===== config.mk =====
export PLATFORM = sky130hd
export DESIGN_NAME = tube_digit_frame_formatter
export DESIGN_NICKNAME = d
export VERILOG_FILES = /design/src/rtl/tdf_pkg.sv /design/src/rtl/tdf_time_fmt.sv /design/src/rtl/tdf_temp_fmt.sv /design/src/rtl/tdf_octet_fmt.sv /design/src/rtl/tube_digit_frame_formatter.sv
export SDC_FILE = /design/constraint.sdc
export NUM_CORES = 1
export LEC_CHECK = 0
export ABC_AREA = 1
export BUFFER_PORTS_ARGS = -buffer_cell sky130_fd_sc_hd__clkbuf_2
export CORE_MARGIN = 8
export CORE_UTILIZATION = 52
export DETAILED_ROUTE_END_ITERATION = 10
export GPL_TIMING_DRIVEN = 0
export PLACE_DENSITY = 0.81
export SYNTH_ARGS = -nofsm -noshare
export SYNTH_HDL_FRONTEND = slang
export SYNTH_SLANG_ARGS = --single-unit

===== constraint.sdc =====
create_clock -name clk -period 11.8 [get_ports clk]
set_input_delay 1.18 -clock clk [delete_from_list [all_inputs] [get_ports clk]]
set_output_delay 1.18 -clock clk [all_outputs]
set_load 0.03 [all_outputs]

===== src/rtl/tdf_pkg.sv =====
`timescale 1ns / 1ps
`default_nettype none
// ----------------------------------------------------------------------------
// tdf_pkg
// Shared types, codes and helpers for the tube digit frame formatter.
// ----------------------------------------------------------------------------
package tdf_pkg;

	localparam int TUBE_COUNT = 6;

	typedef logic [3:0] digit_t;

	localparam digit_t BLANK_DIGIT = 4'd10;

	// request codes
	typedef enum logic [1:0] {
		REQ_TIME  = 2'd0,
		REQ_TEMP  = 2'd1,
		REQ_OCTET = 2'd2,
		REQ_BLANK = 2'd3
	} req_type_t;

	// register indexes
	localparam logic CFG_HOUR_FORMAT = 1'b0;
	localparam logic CFG_TEMP_PREC   = 1'b1;

	// temperature precision codes (code 3 behaves as hundredths)
	localparam logic [1:0] TDEC_WHOLE  = 2'd0;
	localparam logic [1:0] TDEC_TENTHS = 2'd1;
	localparam logic [1:0] TDEC_HUNDR  = 2'd2;

	localparam logic [13:0] TEMP_CLAMP = 14'd9999;

	// one formatted frame, digit[0] is the leftmost tube
	typedef struct packed {
		digit_t [TUBE_COUNT-1:0] digit;
		logic                    colon_on;
		logic                    colon_driven;
	} frame_t;

	// x / 10 for x <= 99 by reciprocal multiply (205 / 2048)
	function automatic digit_t div10_small(input logic [6:0] x);
		logic [17:0] p;
		p = 18'(x) * 18'd205;
		return p[14:11];
	endfunction

endpackage : tdf_pkg
`default_nettype wire


===== src/rtl/tdf_time_fmt.sv =====
`timescale 1ns / 1ps
`default_nettype none
// ----------------------------------------------------------------------------
// tdf_time_fmt
// HH MM SS digits, 24-hour or 12-hour with blanked leading zero.
// ----------------------------------------------------------------------------
module tdf_time_fmt (
	input  wire logic          hour_format_24,
	input  wire logic [4:0]    hour,
	input  wire logic [5:0]    minute,
	input  wire logic [5:0]    second,
	output tdf_pkg::frame_t    frame
);
	import tdf_pkg::*;

	logic [4:0] h12;
	logic [4:0] h_sel;
	digit_t     h_tens, m_tens, s_tens;
	logic [4:0] h_ones;
	logic [5:0] m_ones, s_ones;

	always_comb begin
		// hour mod 12, with 0 shown as 12
		if (hour >= 5'd24) begin
			h12 = hour - 5'd24;
		end else if (hour >= 5'd12) begin
			h12 = hour - 5'd12;
		end else begin
			h12 = hour;
		end
		if (h12 == 5'd0) begin
			h12 = 5'd12;
		end
		h_sel = hour_format_24 ? hour : h12;
	end

	assign h_tens = div10_small(7'(h_sel));
	assign m_tens = div10_small(7'(minute));
	assign s_tens = div10_small(7'(second));
	assign h_ones = h_sel - (5'(h_tens) * 5'd10);
	assign m_ones = minute - (6'(m_tens) * 6'd10);
	assign s_ones = second - (6'(s_tens) * 6'd10);

	always_comb begin
		frame.digit[0]     = (!hour_format_24 && h_sel < 5'd10) ? BLANK_DIGIT : h_tens;
		frame.digit[1]     = h_ones[3:0];
		frame.digit[2]     = m_tens;
		frame.digit[3]     = m_ones[3:0];
		frame.digit[4]     = s_tens;
		frame.digit[5]     = s_ones[3:0];
		frame.colon_on     = 1'b0;
		frame.colon_driven = 1'b0;
	end

endmodule : tdf_time_fmt
`default_nettype wire


===== src/rtl/tdf_temp_fmt.sv =====
`timescale 1ns / 1ps
`default_nettype none
// ----------------------------------------------------------------------------
// tdf_temp_fmt
// Temperature readout: clamped magnitude, decimal rounding, negative blink.
// ----------------------------------------------------------------------------
module tdf_temp_fmt (
	input  wire logic [1:0]        temp_prec,
	input  wire logic signed [15:0] centi_degrees,
	input  wire logic [31:0]       time_ms,
	output tdf_pkg::frame_t        frame
);
	import tdf_pkg::*;

	// BCD increment: {carry, digit}
	function automatic logic [4:0] bcd_inc(input digit_t d, input logic c);
		logic [4:0] r;
		if (c && d == 4'd9) begin
			r = {1'b1, 4'd0};
		end else begin
			r = {1'b0, d + {3'b000, c}};
		end
		return r;
	endfunction

	logic        neg;
	logic [16:0] mag_full;
	logic [13:0] mag;

	// blink phase: bit 0 of time_ms/250 == (time_ms mod 500) >= 250
	logic [16:0] ms_sum;
	logic [11:0] ms_f1;
	logic [9:0]  ms_f2;
	logic [9:0]  ms_mod;
	logic        off_phase;

	logic [29:0] p10;
	logic [25:0] p100;
	logic [26:0] p1000;
	logic [9:0]  q10;
	logic [6:0]  q100;
	digit_t      q1000;
	logic [13:0] u_w;
	logic [9:0]  te_w;
	logic [6:0]  h_w;
	digit_t      d_u, d_te, d_h, d_th;

	logic [4:0]  t0, t1, t2;
	logic [4:0]  w0, w1;

	assign neg      = centi_degrees[15];
	assign mag_full = neg ? (17'h10000 - {1'b0, centi_degrees}) : {1'b0, centi_degrees};
	assign mag      = (mag_full > 17'(TEMP_CLAMP)) ? TEMP_CLAMP : mag_full[13:0];

	// 2^8, 2^16, 2^24 mod 500 = 256, 36, 216; then fold by 2^9 mod 500 = 12
	assign ms_sum    = 17'(time_ms[7:0]) + {1'b0, time_ms[15:8], 8'd0}
	                 + 17'(time_ms[23:16]) * 17'd36 + 17'(time_ms[31:24]) * 17'd216;
	assign ms_f1     = 12'(ms_sum[8:0]) + 12'(ms_sum[16:9]) * 12'd12;
	assign ms_f2     = 10'(ms_f1[8:0]) + 10'(ms_f1[11:9]) * 10'd12;
	assign ms_mod    = (ms_f2 >= 10'd500) ? (ms_f2 - 10'd500) : ms_f2;
	assign off_phase = neg && (ms_mod >= 10'd250);

	// decimal digits of the magnitude by reciprocal multiplies
	assign p10   = 30'(mag) * 30'd52429;
	assign p100  = 26'(mag) * 26'd5243;
	assign p1000 = 27'(mag) * 27'd8389;
	assign q10   = p10[28:19];
	assign q100  = p100[25:19];
	assign q1000 = p1000[26:23];
	assign u_w   = mag - (14'(q10) * 14'd10);
	assign te_w  = q10 - (10'(q100) * 10'd10);
	assign h_w   = q100 - (7'(q1000) * 7'd10);
	assign d_u   = u_w[3:0];
	assign d_te  = te_w[3:0];
	assign d_h   = h_w[3:0];
	assign d_th  = q1000;

	// tenths: round units into tens digit
	assign t0 = bcd_inc(d_te, d_u >= 4'd5);
	assign t1 = bcd_inc(d_h, t0[4]);
	assign t2 = bcd_inc(d_th, t1[4]);
	// whole degrees: round tens into hundreds digit
	assign w0 = bcd_inc(d_h, d_te >= 4'd5);
	assign w1 = bcd_inc(d_th, w0[4]);

	always_comb begin
		for (int i = 0; i < TUBE_COUNT; i++) begin
			frame.digit[i] = BLANK_DIGIT;
		end
		frame.colon_on     = 1'b0;
		frame.colon_driven = 1'b1;
		if (!off_phase) begin
			if (temp_prec >= TDEC_HUNDR) begin
				frame.digit[5] = d_u;
				frame.digit[4] = d_te;
				frame.digit[3] = d_h;
				if (d_th != 4'd0) begin
					frame.digit[2] = d_th;
				end
				frame.colon_on = 1'b1;
			end else if (temp_prec == TDEC_TENTHS) begin
				frame.digit[4] = t0[3:0];
				frame.digit[3] = t1[3:0];
				if (t2[3:0] != 4'd0 || t2[4]) begin
					frame.digit[2] = t2[3:0];
				end
				frame.colon_on = 1'b1;
			end else begin
				frame.digit[5] = w0[3:0];
				if (w1[3:0] != 4'd0 || w1[4]) begin
					frame.digit[4] = w1[3:0];
				end
			end
		end
	end

endmodule : tdf_temp_fmt
`default_nettype wire


===== src/rtl/tdf_octet_fmt.sv =====
`timescale 1ns / 1ps
`default_nettype none
// ----------------------------------------------------------------------------
// tdf_octet_fmt
// Right-aligned 0..255 readout without leading zeros.
// ----------------------------------------------------------------------------
module tdf_octet_fmt (
	input  wire logic [7:0]  octet,
	output tdf_pkg::frame_t  frame
);
	import tdf_pkg::*;

	logic [1:0] hund;
	logic [7:0] rest;
	digit_t     tens;
	logic [6:0] ones;

	always_comb begin
		if (octet >= 8'd200) begin
			hund = 2'd2;
		end else if (octet >= 8'd100) begin
			hund = 2'd1;
		end else begin
			hund = 2'd0;
		end
	end

	assign rest = octet - (8'(hund) * 8'd100);
	assign tens = div10_small(rest[6:0]);
	assign ones = rest[6:0] - (7'(tens) * 7'd10);

	always_comb begin
		for (int i = 0; i < TUBE_COUNT; i++) begin
			frame.digit[i] = BLANK_DIGIT;
		end
		frame.digit[5] = ones[3:0];
		if (octet >= 8'd10) begin
			frame.digit[4] = tens;
		end
		if (octet >= 8'd100) begin
			frame.digit[3] = {2'b00, hund};
		end
		frame.colon_on     = 1'b0;
		frame.colon_driven = 1'b1;
	end

endmodule : tdf_octet_fmt
`default_nettype wire


===== src/rtl/tube_digit_frame_formatter.sv =====
`timescale 1ns / 1ps
`default_nettype none
// ----------------------------------------------------------------------------
// tube_digit_frame_formatter
// Formats one display request into six tube digits plus the colon lamp.
// ----------------------------------------------------------------------------
// Takes one request beat per clock while req_ready is high and returns one
// frame beat for each, in order. The request is captured in an input
// register, formatted by combinational logic (time, temperature and octet
// formatters in parallel, then a select on req_type) and captured in the
// result register, which drives rsp_valid and the frame outputs. Throughput
// is one frame per cycle while rsp_ready is high;
// the input register keeps taking beats while a finished frame waits, so a
// stall on the result side fills both stages before req_ready drops.
// Digit code 10 is a blank tube; digit_0 is the leftmost tube.
// Time: HH MM SS, 12-hour mode maps hour 0 to 12 and blanks a leading zero.
// Temperature: magnitude of centi_degrees clamped to 9999, shown with two
// decimals, tenths or whole degrees (rounded, carries past the top tube are
// dropped); the colon is the decimal point. Negative readings go fully blank
// when bit 0 of time_ms/250 is set. Octet: 0..255 right-aligned. Blank
// requests clear every tube. colon_driven is set for temperature and octet.
// Registers (cfg_index): 0 hour_format_24 (reset 1), 1 temperature precision
// (reset 1). Write them only while no beat is in flight.
// ----------------------------------------------------------------------------
module tube_digit_frame_formatter (
	input  wire logic               clk,
	input  wire logic               arst_n,

	input  wire logic               cfg_we,
	input  wire logic               cfg_index,
	input  wire logic [1:0]         cfg_wdata,

	input  wire logic               req_valid,
	output      logic               req_ready,
	input  wire logic [1:0]         req_type,
	input  wire logic [4:0]         hour,
	input  wire logic [5:0]         minute,
	input  wire logic [5:0]         second,
	input  wire logic signed [15:0] centi_degrees,
	input  wire logic [7:0]         octet,
	input  wire logic [31:0]        time_ms,

	output      logic               rsp_valid,
	input  wire logic               rsp_ready,
	output      tdf_pkg::digit_t    digit_0,
	output      tdf_pkg::digit_t    digit_1,
	output      tdf_pkg::digit_t    digit_2,
	output      tdf_pkg::digit_t    digit_3,
	output      tdf_pkg::digit_t    digit_4,
	output      tdf_pkg::digit_t    digit_5,
	output      logic               colon_on,
	output      logic               colon_driven
);
	import tdf_pkg::*;

	// configuration
	logic        hour_format_24_q;
	logic [1:0]  temp_prec_q;

	// input stage
	logic              valid_s1;
	logic [1:0]        req_type_s1;
	logic [4:0]        hour_s1;
	logic [5:0]        minute_s1;
	logic [5:0]        second_s1;
	logic signed [15:0] centi_s1;
	logic [7:0]        octet_s1;
	logic [31:0]       time_ms_s1;

	// result stage
	logic    valid_s2;
	frame_t  frame_s2;

	frame_t  time_frame, temp_frame, octet_frame, next_frame;
	logic    s2_load;
	logic    s1_load;

	// --- configuration writes ---
	always_ff @(posedge clk or negedge arst_n) begin
		if (!arst_n) begin
			hour_format_24_q <= 1'b1;
			temp_prec_q      <= TDEC_TENTHS;
		end else if (cfg_we) begin
			case (cfg_index)
				CFG_HOUR_FORMAT: hour_format_24_q <= cfg_wdata[0];
				CFG_TEMP_PREC:   temp_prec_q      <= cfg_wdata;
				default: ;
			endcase
		end
	end

	// --- handshake: result stage frees when empty or drained ---
	assign s2_load   = valid_s1 && (!valid_s2 || rsp_ready);
	assign req_ready = !valid_s1 || !valid_s2 || rsp_ready;
	assign s1_load   = req_valid && req_ready;

	always_ff @(posedge clk or negedge arst_n) begin
		if (!arst_n) begin
			valid_s1 <= 1'b0;
			valid_s2 <= 1'b0;
		end else begin
			if (s1_load) begin
				valid_s1 <= 1'b1;
			end else if (s2_load) begin
				valid_s1 <= 1'b0;
			end
			if (s2_load) begin
				valid_s2 <= 1'b1;
			end else if (rsp_ready) begin
				valid_s2 <= 1'b0;
			end
		end
	end

	always_ff @(posedge clk) begin
		if (s1_load) begin
			req_type_s1 <= req_type;
			hour_s1     <= hour;
			minute_s1   <= minute;
			second_s1   <= second;
			centi_s1    <= centi_degrees;
			octet_s1    <= octet;
			time_ms_s1  <= time_ms;
		end
		if (s2_load) begin
			frame_s2 <= next_frame;
		end
	end

	// --- formatters ---
	tdf_time_fmt u_time (
		.hour_format_24 (hour_format_24_q),
		.hour           (hour_s1),
		.minute         (minute_s1),
		.second         (second_s1),
		.frame          (time_frame)
	);

	tdf_temp_fmt u_temp (
		.temp_prec      (temp_prec_q),
		.centi_degrees  (centi_s1),
		.time_ms        (time_ms_s1),
		.frame          (temp_frame)
	);

	tdf_octet_fmt u_octet (
		.octet          (octet_s1),
		.frame          (octet_frame)
	);

	always_comb begin
		case (req_type_t'(req_type_s1))
			REQ_TIME:  next_frame = time_frame;
			REQ_TEMP:  next_frame = temp_frame;
			REQ_OCTET: next_frame = octet_frame;
			default: begin
				for (int i = 0; i < TUBE_COUNT; i++) begin
					next_frame.digit[i] = BLANK_DIGIT;
				end
				next_frame.colon_on     = 1'b0;
				next_frame.colon_driven = 1'b0;
			end
		endcase
	end

	// --- outputs ---
	assign rsp_valid    = valid_s2;
	assign digit_0      = frame_s2.digit[0];
	assign digit_1      = frame_s2.digit[1];
	assign digit_2      = frame_s2.digit[2];
	assign digit_3      = frame_s2.digit[3];
	assign digit_4      = frame_s2.digit[4];
	assign digit_5      = frame_s2.digit[5];
	assign colon_on     = frame_s2.colon_on;
	assign colon_driven = frame_s2.colon_driven;

	// --- checks ---
	// colon lamp is only lit by a view that drives it
	a_colon_driven: assert property (@(posedge clk) disable iff (!arst_n)
		rsp_valid |-> (!colon_on || colon_driven))
		else $error("colon_on without colon_driven");

	// no bubbles: input back-pressure only when both stages hold beats
	a_ready_full: assert property (@(posedge clk) disable iff (!arst_n)
		!req_ready |-> (valid_s1 && valid_s2 && !rsp_ready))
		else $error("req_ready low with free stage");

	// a beat in the input stage moves into a free result stage
	a_advance: assert property (@(posedge clk) disable iff (!arst_n)
		(valid_s1 && (!valid_s2 || rsp_ready)) |=> valid_s2)
		else $error("input stage did not advance");

	// every tube code is a digit or blank
	a_digit_range: assert property (@(posedge clk) disable iff (!arst_n)
		rsp_valid |-> (digit_0 <= BLANK_DIGIT && digit_1 <= BLANK_DIGIT &&
		               digit_2 <= BLANK_DIGIT && digit_3 <= BLANK_DIGIT &&
		               digit_4 <= BLANK_DIGIT && digit_5 <= BLANK_DIGIT))
		else $error("tube code out of range");

endmodule : tube_digit_frame_formatter
`default_nettype wire


==> impl_metrics.json <==
{
  "num-fill-cells": 3126,
  "slew_viol_final": 0,
  "fmax_ghz": 0.0954,
  "synth_edf_count": 99,
  "yosysSeqAreaShare": 0.160,
  "fin_cells": 2798,
  "cp-end-kind": "flop",
  "crit_slowest_cell": "nor2_1",
  "synth_compound_area_frac": 0.0716,
  "post_drt_wl_per_cell_um": 15.5,
  "clock_skew_ns": 0.0123,
  "muxShareOfSynthArea": 0,
  "arrival_ns": 10.58,
  "worstMarginPinSlew_ns": 1.31,
  "area_growth_pct": 7.70,
  "rows": 70,
  "cts_made_buffers": 9,
  "synth_top_flop_cell": "edfxtp_1",
  "grt_max_degree": 37,
  "synthTopCellsByCount": "inv_1, ha_1, nand2_1",
  "crit_start": "centi_s1[0]",
  "cap_violations": 0,
  "synth_fa_ha_area_frac": 0.475,
  "crit_fanout": 11,
  "dp_cells": 2782,
  "clockRootBuffer": "clkbuf_16",
  "regArea_um2": 3100,
  "grt_pass1_vias": 16000,
  "synth_simple_gate_area_frac": 0.137,
  "top_layer": "met4",
  "drtIter0Drc": 720,
  "min_period_ns": 10.48,
  "timing.final.crit_share": 0.888,
  "antenna_found_initial": 0,
  "clk_pin_slew_ns": 0.08,
  "path_class": "flop to flop",
  "diodes": 0,
  "dp_hpwl_um": 37900,
  "clk_latency_ns": 0.36,
  "wl_met3_um": 2040,
  "globalplace.congestion": 0.916,
  "async_reset_ff_frac": 0.0481,
  "ctsResizeCount": 0,
  "routed-wl-met2_um": 21700,
  "die_area_um2": 43700,
  "ant_nets": 0,
  "vias": 14800,
  "post-route-drc-count": 0,
  "syn_avg_cell_area_um2": 8.79,
  "cts_tree": "yes",
  "start_util": 0.528,
  "postCtsSetupRepairBufs": 0,
  "reg2reg_from": "centi_s1[0]",
  "min_from": "valid_s1",
  "hold_violations": 0,
  "avgViaCountPerCell": 5.31,
  "max_stage_delay_ns": 0.98,
  "synthXorXnorAreaFrac": 0.0468,
  "grt_usage": 0.203,
  "synth_cells": 2204,
  "cp.required_ns": 11.90,
  "design_area_um2": 20900,
  "start_kind": "flop",
  "core_area_um2": 36700,
  "ios": 111,
  "die_y_um": 209,
  "wirelength_um": 43400,
  "dr.pass1.iters": 5,
  "multiInputGateArea_um2": 14200,
  "port_buffers": 108,
  "max_slew_margin": 0.123,
  "met1_length_um": 18100,
  "setup_viol": 0,
  "drive_above_1_share": 0.0906,
  "ys_warn_count": 0,
  "grt_overflow": 0,
  "grt_pass1_wl_um": 73500,
  "ys_ff_latch": 104,
  "ys_types": 59,
  "cts.sinks": 104,
  "h-tree-depth": 3,
  "synth_top_area_frac": 0.281,
  "placed_area_um2": 20600,
  "synth_top_family_by_area": "adder cells",
  "status": "completed",
  "fin_nets": 3031,
  "clockBufferDepth": 2,
  "die_w_um": 209,
  "worstHoldPathType": "flop to flop",
  "syn-num-nets": 2910,
  "netlist_area_um2": 19400,
  "rsz0062_at_grt": "false",
  "postCtsHoldBufs": 0,
  "synth_most_common_cell": "inv_1",
  "tns_ns": 0,
  "synth_top_area_cell": "ha_1",
  "synthTopCellsByArea": "ha_1, fa_1, edfxtp_1"
}
-- metrics by stage --
step                hold WS, ns  setup slack, ns   util
floorplan                 0.433             3.04      -
global placement          0.443             1.46  0.559
detailed placement        0.502             1.38  0.560
CTS                       0.519             1.32  0.569
global route              0.538            0.597  0.569
finish                    0.510             1.32  0.569
-- state kept, by name, indices dropped and copies added (netlist names), 2 cells and up --
register     cells
minute_s1        6
octet_s1         8
digit_5          4
second_s1        6
temp_prec_q      2
centi_s1        16
digit_1          4
req_type_s1      2
hour_s1          5
time_ms_s1      31
digit_2          4
digit_3          4
digit_0          3
digit_4          4
-- area by class of cell --
cell class	count	share of cell area
multi-input combinational	1543	0.679
sequential	104	0.149
clock inverter	5	0.00276
inverter	547	0.0985
clock buffer	11	0.0116
buffer	10	0.00282
tap	468	0.0281
timing repair buffer	110	0.0282
-- logic make-up after synthesis --
group,after synthesis
flip-flops,104
AO/OA/AOI/OAI,242
buffers and inverters,557
XOR/XNOR,101
AND/OR/NAND/NOR,576
other,1
adder cells (fa/ha/maj),623
-- critical path: cells and delay by family (launching register included) --
family / cells / cell delay [ns]
buffers and inverters: 8 / 0.85
AOI/OAI and AO/OA: 5 / 0.91
DFF: 1 / 0.50
and+or+nand+nor: 19 / 3.09
adders and majority gates: 12 / 4.34
xor gates and xnor gates: 2 / 0.50
-- placed cells by master (no fill, tap or decap), types with 7 or more instances in the layout --
cell type,netlist,final
fa_1,188,188
xnor2_1,43,43
nor2_2,8,8
nand3_2,8,8
nand2_1,290,290
nand4_1,18,18
clkbuf_16,0,9
xor2_1,55,55
nand3_1,86,86
a21oi_1,110,109
o21ai_1,11,11
clkbuf_2,0,108
ha_1,435,435
a21o_1,11,11
nor2_1,99,98
o21ai_0,59,59
a211oi_1,7,7
edfxtp_1,99,99
o211ai_1,11,11
or2_2,12,12
inv_1,534,534
nor3_1,14,14
inv_2,11,11
nand2_2,14,14
-- path summary, 6_finish.rpt --
path	endpoint	slack, ns	depth (start not counted)
worst min register to register	rsp_valid	0.51	2
worst min-delay path	rsp_valid	0.51	2
worst max-delay path	digit_2[2]	1.32	46
max in group asynchronous	temp_prec_q[0]	10.88	1
worst max register to register	digit_2[2]	1.32	46
min in group asynchronous	temp_prec_q[1]	0.65	1
-- metal layers --
metal  track usage  vias up
met1         0.236     7065
met2         0.371      356
met5             0        -
met4        0.0778        0
met3        0.0304      103
li1              -     7325
Power is not shown: default switching activity piles up to over one toggle a cycle in this logic, so the estimate is an artifact.
